### src/sv/moving_average_plateau_detector_macros.svh
// Assertion macros for the moving-average plateau detector.
`ifndef MOVING_AVERAGE_PLATEAU_DETECTOR_MACROS_SVH
`define MOVING_AVERAGE_PLATEAU_DETECTOR_MACROS_SVH

`ifndef SYNTHESIS

`define MAPD_ASSERT(lbl, clk, rst_n, prop) \
    lbl: assert property (@(posedge clk) disable iff (!rst_n) (prop)) \
        else $error("mapd: invariant violated");

`define MAPD_ASSERT_IMPL(lbl, clk, rst_n, ante, cons) \
    lbl: assert property (@(posedge clk) disable iff (!rst_n) (ante) |-> (cons)) \
        else $error("mapd: implication violated");

`define MAPD_ASSERT_NEXT(lbl, clk, rst_n, ante, cons) \
    lbl: assert property (@(posedge clk) disable iff (!rst_n) (ante) |=> (cons)) \
        else $error("mapd: next-cycle implication violated");

`else

`define MAPD_ASSERT(lbl, clk, rst_n, prop)

`define MAPD_ASSERT_IMPL(lbl, clk, rst_n, ante, cons)

`define MAPD_ASSERT_NEXT(lbl, clk, rst_n, ante, cons)

`endif

`endif

### src/sv/mapd_pkg.sv
// Types, constants and microcode program of the moving-average plateau detector.
`timescale 1ns / 1ps

package mapd_pkg;

    localparam int SCORE_BITS       = 32;
    localparam int K_MAX_DEF        = 8;
    localparam int JUMP_BITS        = 16;
    localparam int TOL_BITS         = 16;
    localparam int WLEN_BITS        = 4;
    localparam int CFG_DATA_BITS    = 16;
    localparam int CFG_IDX_BITS     = 2;
    localparam int WINDOW_LEN_RESET = 3;
    localparam int MUL_STEPS        = TOL_BITS / 2;
    localparam int DIV_STEPS        = JUMP_BITS;

    localparam logic [JUMP_BITS-1:0] JUMP_SAT = 16'h7FFF;

    localparam logic [CFG_IDX_BITS-1:0] CFG_WINDOW_LEN     = 2'd0;
    localparam logic [CFG_IDX_BITS-1:0] CFG_TOLERANCE      = 2'd1;
    localparam logic [CFG_IDX_BITS-1:0] CFG_MORE_IS_BETTER = 2'd2;

    typedef struct packed {
        logic [SCORE_BITS-1:0] score;
        logic                  clear_history;
    } t_in_word;

    typedef struct packed {
        logic                        stop;
        logic                        history_ready;
        logic signed [JUMP_BITS-1:0] jump;
    } t_out_word;

    localparam int PC_W = 4;
    typedef logic [PC_W-1:0] t_pc;

    localparam t_pc PC_IDLE      = 4'd0;
    localparam t_pc PC_SETUP     = 4'd1;
    localparam t_pc PC_SUM_RD    = 4'd2;
    localparam t_pc PC_SUM_LOOP  = 4'd3;
    localparam t_pc PC_REF       = 4'd4;
    localparam t_pc PC_MUL       = 4'd5;
    localparam t_pc PC_THR       = 4'd6;
    localparam t_pc PC_SLIDE_RD  = 4'd7;
    localparam t_pc PC_SLIDE_SUB = 4'd8;
    localparam t_pc PC_SLIDE_ADD = 4'd9;
    localparam t_pc PC_DIV_INIT  = 4'd10;
    localparam t_pc PC_DIV       = 4'd11;
    localparam t_pc PC_RESULT    = 4'd12;
    localparam t_pc PC_EMPTY     = 4'd13;

    typedef logic [2:0] t_acc_op;
    localparam t_acc_op ACC_HOLD   = 3'd0;
    localparam t_acc_op ACC_CLEAR  = 3'd1;
    localparam t_acc_op ACC_ADD    = 3'd2;
    localparam t_acc_op ACC_SUB    = 3'd3;
    localparam t_acc_op ACC_ADDCMP = 3'd4;

    typedef logic [1:0] t_rd_op;
    localparam t_rd_op RD_NONE = 2'd0;
    localparam t_rd_op RD_LO   = 2'd1;
    localparam t_rd_op RD_HI   = 2'd2;

    typedef logic [1:0] t_idx_op;
    localparam t_idx_op IDX_HOLD   = 2'd0;
    localparam t_idx_op IDX_INIT   = 2'd1;
    localparam t_idx_op IDX_LO_CLR = 2'd2;

    typedef logic [2:0] t_cnt_op;
    localparam t_cnt_op CNT_HOLD     = 3'd0;
    localparam t_cnt_op CNT_LOAD_K   = 3'd1;
    localparam t_cnt_op CNT_LOAD_MUL = 3'd2;
    localparam t_cnt_op CNT_LOAD_DIV = 3'd3;
    localparam t_cnt_op CNT_DEC      = 3'd4;

    typedef logic [2:0] t_aux_op;
    localparam t_aux_op AUX_NONE       = 3'd0;
    localparam t_aux_op AUX_REF_LOAD   = 3'd1;
    localparam t_aux_op AUX_MUL_STEP   = 3'd2;
    localparam t_aux_op AUX_THR_SET    = 3'd3;
    localparam t_aux_op AUX_DIV_INIT   = 3'd4;
    localparam t_aux_op AUX_DIV_STEP   = 3'd5;
    localparam t_aux_op AUX_OUT_RESULT = 3'd6;
    localparam t_aux_op AUX_OUT_EMPTY  = 3'd7;

    typedef logic [2:0] t_jmp_cond;
    localparam t_jmp_cond JC_NEXT      = 3'd0;
    localparam t_jmp_cond JC_ALWAYS    = 3'd1;
    localparam t_jmp_cond JC_INPUT     = 3'd2;
    localparam t_jmp_cond JC_NOT_READY = 3'd3;
    localparam t_jmp_cond JC_CNT_MORE  = 3'd4;
    localparam t_jmp_cond JC_OUT_FREE  = 3'd5;

    typedef struct packed {
        logic      take_input;
        t_acc_op   acc_op;
        t_rd_op    rd_op;
        t_idx_op   idx_op;
        t_cnt_op   cnt_op;
        t_aux_op   aux_op;
        t_jmp_cond cond;
        logic      hold;
        t_pc       target;
    } t_ctl_word;

    // A taken condition loads the target; otherwise the step counter advances or holds.
    function automatic t_ctl_word ucode(input t_pc pc);
        t_ctl_word w;
        w = '0;
        case (pc)
            PC_IDLE: begin
                w.take_input = 1'b1;
                w.cond       = JC_INPUT;
                w.hold       = 1'b1;
                w.target     = PC_SETUP;
            end
            PC_SETUP: begin
                w.acc_op = ACC_CLEAR;
                w.idx_op = IDX_INIT;
                w.cnt_op = CNT_LOAD_K;
                w.cond   = JC_NOT_READY;
                w.target = PC_EMPTY;
            end
            PC_SUM_RD: begin
                w.rd_op = RD_LO;
            end
            PC_SUM_LOOP: begin
                w.acc_op = ACC_ADD;
                w.rd_op  = RD_LO;
                w.cnt_op = CNT_DEC;
                w.cond   = JC_CNT_MORE;
                w.target = PC_SUM_LOOP;
            end
            PC_REF: begin
                w.aux_op = AUX_REF_LOAD;
                w.idx_op = IDX_LO_CLR;
                w.cnt_op = CNT_LOAD_MUL;
            end
            PC_MUL: begin
                w.aux_op = AUX_MUL_STEP;
                w.cnt_op = CNT_DEC;
                w.cond   = JC_CNT_MORE;
                w.target = PC_MUL;
            end
            PC_THR: begin
                w.aux_op = AUX_THR_SET;
                w.cnt_op = CNT_LOAD_K;
            end
            PC_SLIDE_RD: begin
                w.rd_op = RD_LO;
            end
            PC_SLIDE_SUB: begin
                w.acc_op = ACC_SUB;
                w.rd_op  = RD_HI;
            end
            PC_SLIDE_ADD: begin
                w.acc_op = ACC_ADDCMP;
                w.rd_op  = RD_LO;
                w.cnt_op = CNT_DEC;
                w.cond   = JC_CNT_MORE;
                w.target = PC_SLIDE_SUB;
            end
            PC_DIV_INIT: begin
                w.aux_op = AUX_DIV_INIT;
                w.cnt_op = CNT_LOAD_DIV;
            end
            PC_DIV: begin
                w.aux_op = AUX_DIV_STEP;
                w.cnt_op = CNT_DEC;
                w.cond   = JC_CNT_MORE;
                w.target = PC_DIV;
            end
            PC_RESULT: begin
                w.aux_op = AUX_OUT_RESULT;
                w.cond   = JC_OUT_FREE;
                w.hold   = 1'b1;
                w.target = PC_IDLE;
            end
            PC_EMPTY: begin
                w.aux_op = AUX_OUT_EMPTY;
                w.cond   = JC_OUT_FREE;
                w.hold   = 1'b1;
                w.target = PC_IDLE;
            end
            default: begin
                w.cond   = JC_ALWAYS;
                w.target = PC_IDLE;
            end
        endcase
        return w;
    endfunction

endpackage

### src/sv/moving_average_plateau_detector.sv
// Top level of the moving-average plateau detector with its microcoded datapath.
// Each accepted word appends one Q16.16 score to a history of the last 2*K_MAX scores and
// yields exactly one result word. Once more than 2k scores are held, a microcode program
// sums the oldest window, slides it k times over the history memory (one read port) while
// checking each window against the tolerance threshold, and divides the first-minus-last
// difference by the first-plus-last sum to form the Q1.15 jump. With k the effective window
// length, a word whose history is ready runs the reference sum, the radix-4 tolerance
// multiply, the k slides (two memory reads each), the restoring divider and the control
// steps. A word whose history is not yet ready yields an empty result word. The next word
// is accepted while the previous result still waits.
`timescale 1ns / 1ps
`include "moving_average_plateau_detector_macros.svh"

module moving_average_plateau_detector #(
    parameter int K_MAX = mapd_pkg::K_MAX_DEF
) (
    input  logic                                  i_clk,
    input  logic                                  i_rst_n,
    input  logic                                  i_in_valid,
    output logic                                  o_in_stall,
    input  mapd_pkg::t_in_word                    i_in_word,
    output logic                                  o_out_valid,
    input  logic                                  i_out_stall,
    output mapd_pkg::t_out_word                   o_out_word,
    input  logic                                  i_cfg_we,
    input  logic [mapd_pkg::CFG_IDX_BITS-1:0]     i_cfg_index,
    input  logic [mapd_pkg::CFG_DATA_BITS-1:0]    i_cfg_data
);
    import mapd_pkg::*;

    localparam int DEPTH    = 2 * K_MAX;
    localparam int PTR_W    = $clog2(DEPTH);
    localparam int HELD_MAX = 2 * K_MAX + 1;
    localparam int HELD_W   = $clog2(HELD_MAX + 1);
    localparam int K_W      = $clog2(K_MAX + 1);
    localparam int SUM_W    = SCORE_BITS + $clog2(K_MAX + 1);
    localparam int PROD_W   = SUM_W + TOL_BITS;
    localparam int THR_W    = SUM_W + TOL_BITS + 1;
    localparam int REM_W    = SUM_W + 2;
    localparam int CNT_TOP  = (K_MAX > DIV_STEPS) ? K_MAX : DIV_STEPS;
    localparam int CNT_W    = $clog2(CNT_TOP + 1);

    logic [SCORE_BITS-1:0] r_hist [DEPTH];
    logic [SCORE_BITS-1:0] r_rdata;

    logic [WLEN_BITS-1:0]  r_window_len;
    logic [TOL_BITS-1:0]   r_tolerance;
    logic                  r_more_is_better;

    t_pc                   r_pc, n_pc;
    logic [PTR_W-1:0]      r_wp, n_wp;
    logic [HELD_W-1:0]     r_held, n_held;
    logic                  r_out_valid, n_out_valid;
    t_out_word             r_out_word, n_out_word;

    logic [SUM_W-1:0]      r_acc, n_acc;
    logic [SUM_W-1:0]      r_ref, n_ref;
    logic [SUM_W+1:0]      r_ref3, n_ref3;
    logic [PROD_W-1:0]     r_prod, n_prod;
    logic [TOL_BITS-1:0]   r_tsh, n_tsh;
    logic [THR_W-1:0]      r_thr, n_thr;
    logic [PTR_W-1:0]      r_lo, n_lo;
    logic [PTR_W-1:0]      r_hi, n_hi;
    logic [PTR_W-1:0]      r_base, n_base;
    logic [CNT_W-1:0]      r_cnt, n_cnt;
    logic                  r_improved, n_improved;
    logic [SUM_W:0]        r_den, n_den;
    logic [REM_W-1:0]      r_rem, n_rem;
    logic                  r_neg, n_neg;
    logic                  r_dz, n_dz;
    logic [JUMP_BITS-1:0]  r_q, n_q;

    t_ctl_word             ctl;
    logic                  in_acc;
    logic                  out_free;
    logic                  out_load;
    logic                  jmp;
    logic [K_W-1:0]        k_eff;
    logic                  hist_ready;
    logic [PTR_W-1:0]      wr_addr;
    logic                  rd_en;
    logic [PTR_W-1:0]      rd_idx;
    logic [PTR_W:0]        rd_sum;
    logic [PTR_W-1:0]      rd_addr;
    logic [PTR_W:0]        base_sum;
    logic [SUM_W-1:0]      rdata_ext;
    logic [SUM_W-1:0]      acc_add;
    logic [THR_W-1:0]      acc_scaled;
    logic [THR_W-1:0]      ref_scaled;
    logic [SUM_W+1:0]      mul_add;
    logic                  div_ge;
    logic [REM_W-1:0]      div_diff;
    logic [JUMP_BITS-1:0]  q_sat;

    always_comb begin
        ctl      = ucode(r_pc);
        in_acc   = i_in_valid && ctl.take_input;
        out_free = !r_out_valid || !i_out_stall;

        if (32'(r_window_len) > K_MAX) begin
            k_eff = K_W'(K_MAX);
        end else if (r_window_len == '0) begin
            k_eff = K_W'(1);
        end else begin
            k_eff = K_W'(r_window_len);
        end
        hist_ready = r_held >= ((HELD_W'(k_eff) << 1) + HELD_W'(1));

        case (ctl.cond)
            JC_ALWAYS:    jmp = 1'b1;
            JC_INPUT:     jmp = i_in_valid;
            JC_NOT_READY: jmp = !hist_ready;
            JC_CNT_MORE:  jmp = r_cnt != CNT_W'(1);
            JC_OUT_FREE:  jmp = out_free;
            default:      jmp = 1'b0;
        endcase
        if (jmp) begin
            n_pc = ctl.target;
        end else if (ctl.hold) begin
            n_pc = r_pc;
        end else begin
            n_pc = r_pc + PC_W'(1);
        end

        wr_addr = i_in_word.clear_history ? '0 : r_wp;
        n_wp    = r_wp;
        n_held  = r_held;
        if (in_acc) begin
            n_wp = (wr_addr == PTR_W'(DEPTH - 1)) ? '0 : wr_addr + PTR_W'(1);
            if (i_in_word.clear_history) begin
                n_held = HELD_W'(1);
            end else if (r_held < HELD_W'(HELD_MAX)) begin
                n_held = r_held + HELD_W'(1);
            end
        end

        rd_en  = ctl.rd_op != RD_NONE;
        rd_idx = (ctl.rd_op == RD_HI) ? r_hi : r_lo;
        rd_sum = {1'b0, r_base} + {1'b0, rd_idx};
        if (rd_sum >= (PTR_W+1)'(DEPTH)) begin
            rd_addr = PTR_W'(rd_sum - (PTR_W+1)'(DEPTH));
        end else begin
            rd_addr = rd_sum[PTR_W-1:0];
        end

        // The oldest of the last 2k scores sits 2k slots behind the write pointer.
        base_sum = {1'b0, r_wp} + ((PTR_W+1)'(DEPTH) - ((PTR_W+1)'(k_eff) << 1));
        if (base_sum >= (PTR_W+1)'(DEPTH)) begin
            n_base = PTR_W'(base_sum - (PTR_W+1)'(DEPTH));
        end else begin
            n_base = base_sum[PTR_W-1:0];
        end

        n_lo = r_lo;
        n_hi = r_hi;
        case (ctl.idx_op)
            IDX_INIT: begin
                n_lo = '0;
                n_hi = PTR_W'(k_eff);
            end
            IDX_LO_CLR: begin
                n_lo = '0;
            end
            default: begin
                n_lo = r_lo;
            end
        endcase
        if (ctl.rd_op == RD_LO) begin
            n_lo = r_lo + PTR_W'(1);
        end
        if (ctl.rd_op == RD_HI) begin
            n_hi = r_hi + PTR_W'(1);
        end

        case (ctl.cnt_op)
            CNT_LOAD_K:   n_cnt = CNT_W'(k_eff);
            CNT_LOAD_MUL: n_cnt = CNT_W'(MUL_STEPS);
            CNT_LOAD_DIV: n_cnt = CNT_W'(DIV_STEPS);
            CNT_DEC:      n_cnt = r_cnt - CNT_W'(1);
            default:      n_cnt = r_cnt;
        endcase

        rdata_ext  = SUM_W'(r_rdata);
        acc_add    = r_acc + rdata_ext;
        acc_scaled = THR_W'(acc_add) << TOL_BITS;
        n_improved = r_improved;
        case (ctl.acc_op)
            ACC_CLEAR: n_acc = '0;
            ACC_ADD:   n_acc = acc_add;
            ACC_SUB:   n_acc = r_acc - rdata_ext;
            ACC_ADDCMP: begin
                n_acc = acc_add;
                if (r_more_is_better) begin
                    n_improved = r_improved || (acc_scaled > r_thr);
                end else begin
                    n_improved = r_improved || (acc_scaled < r_thr);
                end
            end
            default:   n_acc = r_acc;
        endcase

        case (r_tsh[TOL_BITS-1 -: 2])
            2'd1:    mul_add = (SUM_W+2)'(r_ref);
            2'd2:    mul_add = {1'b0, r_ref, 1'b0};
            2'd3:    mul_add = r_ref3;
            default: mul_add = '0;
        endcase
        ref_scaled = THR_W'(r_ref) << TOL_BITS;
        div_ge     = r_rem >= REM_W'(r_den);
        div_diff   = div_ge ? (r_rem - REM_W'(r_den)) : r_rem;
        q_sat      = r_q[JUMP_BITS-1] ? JUMP_SAT : r_q;

        n_ref      = r_ref;
        n_ref3     = r_ref3;
        n_prod     = r_prod;
        n_tsh      = r_tsh;
        n_thr      = r_thr;
        n_den      = r_den;
        n_rem      = r_rem;
        n_neg      = r_neg;
        n_dz       = r_dz;
        n_q        = r_q;
        n_out_word = r_out_word;
        out_load   = 1'b0;
        case (ctl.aux_op)
            AUX_REF_LOAD: begin
                n_ref      = r_acc;
                n_ref3     = {2'b00, r_acc} + {1'b0, r_acc, 1'b0};
                n_prod     = '0;
                n_tsh      = r_tolerance;
                n_improved = 1'b0;
            end
            AUX_MUL_STEP: begin
                n_prod = (r_prod << 2) + PROD_W'(mul_add);
                n_tsh  = r_tsh << 2;
            end
            AUX_THR_SET: begin
                if (r_more_is_better) begin
                    n_thr = ref_scaled + THR_W'(r_prod);
                end else begin
                    n_thr = ref_scaled - THR_W'(r_prod);
                end
            end
            AUX_DIV_INIT: begin
                n_den = {1'b0, r_ref} + {1'b0, r_acc};
                n_neg = r_acc > r_ref;
                n_rem = n_neg ? REM_W'(r_acc - r_ref) : REM_W'(r_ref - r_acc);
                n_dz  = n_den == '0;
                n_q   = '0;
            end
            AUX_DIV_STEP: begin
                n_rem = div_diff << 1;
                n_q   = {r_q[JUMP_BITS-2:0], div_ge};
            end
            AUX_OUT_RESULT: begin
                out_load                 = out_free;
                n_out_word.stop          = !r_improved;
                n_out_word.history_ready = 1'b1;
                if (r_dz) begin
                    n_out_word.jump = '0;
                end else if (r_neg) begin
                    n_out_word.jump = -$signed(q_sat);
                end else begin
                    n_out_word.jump = $signed(q_sat);
                end
            end
            AUX_OUT_EMPTY: begin
                out_load                 = out_free;
                n_out_word.stop          = 1'b0;
                n_out_word.history_ready = 1'b0;
                n_out_word.jump          = '0;
            end
            default: begin
                n_q = r_q;
            end
        endcase

        if (out_load) begin
            n_out_valid = 1'b1;
        end else if (r_out_valid && !i_out_stall) begin
            n_out_valid = 1'b0;
        end else begin
            n_out_valid = r_out_valid;
        end
    end

    assign o_in_stall  = !ctl.take_input;
    assign o_out_valid = r_out_valid;
    assign o_out_word  = r_out_word;

    always_ff @(posedge i_clk) begin
        if (!i_rst_n) begin
            r_pc             <= PC_IDLE;
            r_wp             <= '0;
            r_held           <= '0;
            r_out_valid      <= 1'b0;
            r_window_len     <= WLEN_BITS'(WINDOW_LEN_RESET);
            r_tolerance      <= '0;
            r_more_is_better <= 1'b0;
        end else begin
            r_pc        <= n_pc;
            r_wp        <= n_wp;
            r_held      <= n_held;
            r_out_valid <= n_out_valid;
            if (i_cfg_we) begin
                case (i_cfg_index)
                    CFG_WINDOW_LEN:     r_window_len     <= i_cfg_data[WLEN_BITS-1:0];
                    CFG_TOLERANCE:      r_tolerance      <= i_cfg_data[TOL_BITS-1:0];
                    CFG_MORE_IS_BETTER: r_more_is_better <= i_cfg_data[0];
                    default:            r_tolerance      <= r_tolerance;
                endcase
            end
        end
    end

    always_ff @(posedge i_clk) begin
        r_acc      <= n_acc;
        r_ref      <= n_ref;
        r_ref3     <= n_ref3;
        r_prod     <= n_prod;
        r_tsh      <= n_tsh;
        r_thr      <= n_thr;
        r_lo       <= n_lo;
        r_hi       <= n_hi;
        r_cnt      <= n_cnt;
        r_improved <= n_improved;
        r_den      <= n_den;
        r_rem      <= n_rem;
        r_neg      <= n_neg;
        r_dz       <= n_dz;
        r_q        <= n_q;
        if (out_load) begin
            r_out_word <= n_out_word;
        end
        if (ctl.idx_op == IDX_INIT) begin
            r_base <= n_base;
        end
    end

    always_ff @(posedge i_clk) begin
        if (in_acc) begin
            r_hist[wr_addr] <= i_in_word.score;
        end
    end

    always_ff @(posedge i_clk) begin
        if (rd_en) begin
            r_rdata <= r_hist[rd_addr];
        end
    end

    `MAPD_ASSERT_NEXT(a_accept_starts_program, i_clk, i_rst_n, in_acc, r_pc == PC_SETUP && o_in_stall)
    `MAPD_ASSERT(a_held_bounded, i_clk, i_rst_n, r_held <= HELD_W'(HELD_MAX))
    `MAPD_ASSERT_IMPL(a_empty_word_zero, i_clk, i_rst_n, o_out_valid && !o_out_word.history_ready, !o_out_word.stop && o_out_word.jump == '0)
    `MAPD_ASSERT_IMPL(a_jump_saturated, i_clk, i_rst_n, o_out_valid, o_out_word.jump != 16'sh8000)

endmodule

### config.mk
export PLATFORM = sky130hd
export DESIGN_NAME = moving_average_plateau_detector
export DESIGN_NICKNAME = d
export VERILOG_FILES = /design/src/sv/mapd_pkg.sv /design/src/sv/moving_average_plateau_detector.sv
export VERILOG_INCLUDE_DIRS = /design/src /design/src/sv
export SDC_FILE = /design/constraint.sdc
export NUM_CORES = 2
export LEC_CHECK = 0
export BUFFER_PORTS_ARGS = -buffer_cell sky130_fd_sc_hd__clkbuf_2
export CORE_UTILIZATION = 64
export CTS_BUF_LIST = sky130_fd_sc_hd__clkbuf_16
export CTS_CLUSTER_DIAMETER = 80
export CTS_CLUSTER_SIZE = 28
export DETAILED_ROUTE_END_ITERATION = 6
export GPL_TIMING_DRIVEN = 0
export PLACE_DENSITY_LB_ADDON = 0.3
export SYNTH_ARGS = -nofsm -noshare
export SYNTH_HDL_FRONTEND = slang
export SYNTH_SLANG_ARGS = --single-unit
### constraint.sdc
create_clock -name i_clk -period 6.6 [get_ports i_clk]
set_input_delay 1.98 -clock i_clk [delete_from_list [all_inputs] [get_ports i_clk]]
set_output_delay 1.98 -clock i_clk [all_outputs]
set_load 0.01 [all_outputs]
==> results.tsv <==
metric	value	unit
outcome	complete, but fails checks	
violated checks	capacitance limit, slew limit	
critical path peak fanout	10	
data arrival time of the critical path	6660	ps
setup violation total in the final timing report	0	
Syn Area/Cell	11.0	um^2
worst flop-to-flop path endpoint	r_prod[51]	
fraction of synthesized cell area taken by the top area cell type	47.5	%
most heavily used metal layer in global routing	met2	
clock root buffer	sky130_fd_sc_hd__clkbuf_16	
total congestion overflow after global routing	0	
met2 layer usage reported by global route	60.6	%
CORE AREA	88400	um^2
Netlist cell types	103	
H-tree levels	2	
RR Startpoint	r_tsh[15]	
post-CTS clock slew at the launch and capture registers of the worst setup and hold paths	100	ps
post-route clock skew	38.3	ps
Pint	17.4	mW
pin count of the biggest net entering global routing	51	
# port buffers	75	
net switching share of the total power	48.2	%
Total Nets Final	5813	
violation count after the first detailed-routing iteration	5259	
Sinks on Clock Net	938	
top area cells in the synthesized netlist	sky130_fd_sc_hd__edfxtp_1, sky130_fd_sc_hd__ha_1, sky130_fd_sc_hd__mux4_2, sky130_fd_sc_hd__a21oi_1, sky130_fd_sc_hd__xnor2_1	
most repeated cell in the gate-level netlist after synthesis	sky130_fd_sc_hd__edfxtp_1	
Antenna Violating Nets Remaining	0	
vertical die dimension	300	um
source of the worst hold timing path	r_tolerance[1]	
Mapped Cells	5179	
P_leak	23.2	nW
Slowest Stage Delay on Critical Path	820	ps
async set-or-reset flop fraction in the synthesized netlist	0	%
total power density per cell area	550	nW/um^2
class of the worst hold path	flop to flop	
DR vias	43100	
Critical Path Slowest Stage Cell	sky130_fd_sc_hd__edfxtp_1	
top flip-flop cell by instance count after synthesis	sky130_fd_sc_hd__edfxtp_1	
vias per cell	6.60	
post-detailed-route DRC marker count	0	
register-to-register setup slack	430	ps
crit path cell chain	clkbuf_1 -> o21ai_0 -> a22oi_1 -> inv_1 -> ha_1 -> a21o_1 -> a21o_1 -> nand2_1 -> a311oi_1 -> a211oi_1 -> or4_1 -> a31oi_1 -> o21bai_1 -> o21ai_1 -> a21oi_1 -> or3_1 -> a21oi_1	
cts hold-fix bufs	0	
most frequent cells after synthesis	sky130_fd_sc_hd__edfxtp_1, sky130_fd_sc_hd__a21oi_1, sky130_fd_sc_hd__ha_1	
Critical Path Sink Type	flop	
CTS tree	done	
clock network latency to the later pin of the worst-skew pair	680	ps
number of antenna violations at the first check in global routing	4	
setup bufs post-CTS	0	
post-layout util	69.0	%
initial core utilization	64.5	%
number of enable-type register cells in the synthesized netlist	902	
library cell with the largest summed area after synthesis	sky130_fd_sc_hd__edfxtp_1	
half-perimeter wire length after detailed placement	128000	um
category of the critical setup timing path	flop to flop	
final clock period utilization by the worst path	93.5	%
overall die width	300	um
number of cells on the worst reg-to-reg path	17	
required time worst endpoint	7080	ps
slew of the pin with the lowest slew margin	1520	ps
number of buffers and inverters on the critical path	2	
Boundary Pins	76	
startpoint types	flop	
number of gates resized after CTS	0	
capture endpoint of the worst hold path	r_tolerance[1]	
share of the yosys chip area belonging to registers	48.8	%
setup repair after global routing missed its margin	no	
worst voltage drop across the vdd grid	0.443	mV
global-route wire length before repair	250000	um
via count of the first global-routing pass	41100	
Synth Warn #	0	
clock group share of total power	10.4	%
post-synth net total	5663	
min Tclk post-route	6170	ps
post-route setup TNS	0	ps
worst rel slew slack	-2.34	%
final number of max-transition violations	3	
clock buffer count from CTS	47	
top achievable clock speed	162	MHz
post-detailed-route wirelength per cell	25.9	um
Final Hold Viols	0	
number of optimization iterations in the first detailed-route pass	6	
switching power of the nets	16.2	mW
Overall Global Routing Usage	37.1	%
fraction of layout cells with a size suffix above 1	8.17	%
sequential power share	26.7	%
area enclosed by the die boundary	90300	um^2
overall routed net length	169000	um
family of cells with the greatest summed delay on the critical path	compound AO/OA/AOI/OAI gates	
global placer's final weighted congestion	1.04	
count of maximum capacitance violations	2	
Synth-to-Final Area Change	7.01	%
GR Layer Usage met1	48.8	%
combinational share of power	62.9	%
post-synthesis sequential element count	938	
Placement Rows	109	
worst hold path depth	2	
met3 Usage GRT	4.51	%
clock buffer depth	3	
Netlist Area Pre-Place	57000	um^2
metrics by stage:
stage | cell area, um^2 | setup WS, ps | hold slack (ps) | power [mW] | instances
after CTS | 61000 | 225 | 474 | 33.1 | 6524
after global placement | 58800 | -875 | 444 | 28.9 | 6419
after floorplan | 57000 | 1760 | 432 | 23.1 | 5179
after global routing | 61000 | 173 | 485 | 35.4 | 6525
final | 61000 | 430 | 468 | 33.6 | 6526
after detailed placement | 59400 | 285 | 454 | 29.5 | 6446
sequential cells by signal, indices dropped and copies added (netlist names), 18 cells and up:
register,cells
r_rem,38
r_acc,36
r_hist,512
r_ref,36
r_rdata,32
r_prod,52
o_out_word,18
r_den,37
r_ref3,37
r_thr,53
power by group through the flow:
stage	sequential, mW	combinational (mW)	clock (mW)
after CTS	8.92	20.7	3.51
after global placement	9.08	19.8	0
after detailed placement	9.04	20.4	0
final	8.95	21.1	3.51
after global routing	9.01	22.7	3.69
after floorplan	8.67	14.5	0
worst max-delay path by stage:
stage | slack, ps | end | depth (start not counted) | from
floorplan | 1760 | r_cnt[0] | 6 | r_pc[0]
global placement | -880 | r_cnt[0] | 6 | r_pc[0]
detailed placement | 290 | r_prod[51] | 18 | r_tsh[15]
CTS | 230 | r_prod[51] | 18 | r_tsh[15]
global route | 170 | r_prod[51] | 17 | r_tsh[15]
finish | 430 | r_prod[51] | 17 | r_tsh[15]
metal layers:
layer / routed length [um] / part of all wire [%]
met1: 65600 / 39
met2: 79600 / 47
met3: 13800 / 8.2
met4: 9840 / 5.8
met5: 13 / 0.0077
cells in the final DEF (no fill, tap or decap), types with 75 or more instances in the layout:
cell type	count
sky130_fd_sc_hd__nand2_1	394
sky130_fd_sc_hd__o21ai_0	267
sky130_fd_sc_hd__clkbuf_1	178
sky130_fd_sc_hd__xnor2_1	183
sky130_fd_sc_hd__a21oi_1	427
sky130_fd_sc_hd__nor2_1	382
sky130_fd_sc_hd__clkbuf_2	75
sky130_fd_sc_hd__xor2_1	76
sky130_fd_sc_hd__a31oi_1	75
sky130_fd_sc_hd__a21o_1	132
sky130_fd_sc_hd__edfxtp_1	902
sky130_fd_sc_hd__o21bai_1	75
sky130_fd_sc_hd__inv_1	383
sky130_fd_sc_hd__mux4_2	128
sky130_fd_sc_hd__ha_1	418
area by class of cell:
type,count,area (um^2)
Antenna cell,3,7.51
Buffer,238,965
Clock buffer,48,1200
Clock inverter,30,364
Fill cell,6416,27400
Inverter,380,1430
Multi-Input combinational cell,3622,26900
Sequential cell,938,27800
Tap cell,1165,1460
Timing Repair Buffer,102,882
worst register-to-register path, delay by kind of cell, from the launching register on:
kind                       cells  cell delay [ps]
and+or+nand+nor                3             1080
DFF                            1              820
buffers and inverters          2              510
adders and majority gates      1              300
AOI/OAI and AO/OA             11             3280
logic make-up after synthesis:
kind of cell	Yosys count	share of synthesized area [%]
buffers and inverters	619	4.20
AO/OA/AOI/OAI	1401	16.0
XOR/XNOR	260	3.99
AND/OR/NAND/NOR	1335	11.2
flip-flops	938	48.8
adder cells (fa/ha/maj)	428	9.52
multiplexers	198	6.33
No activity file was read; power rests on OpenSTA's default activity.
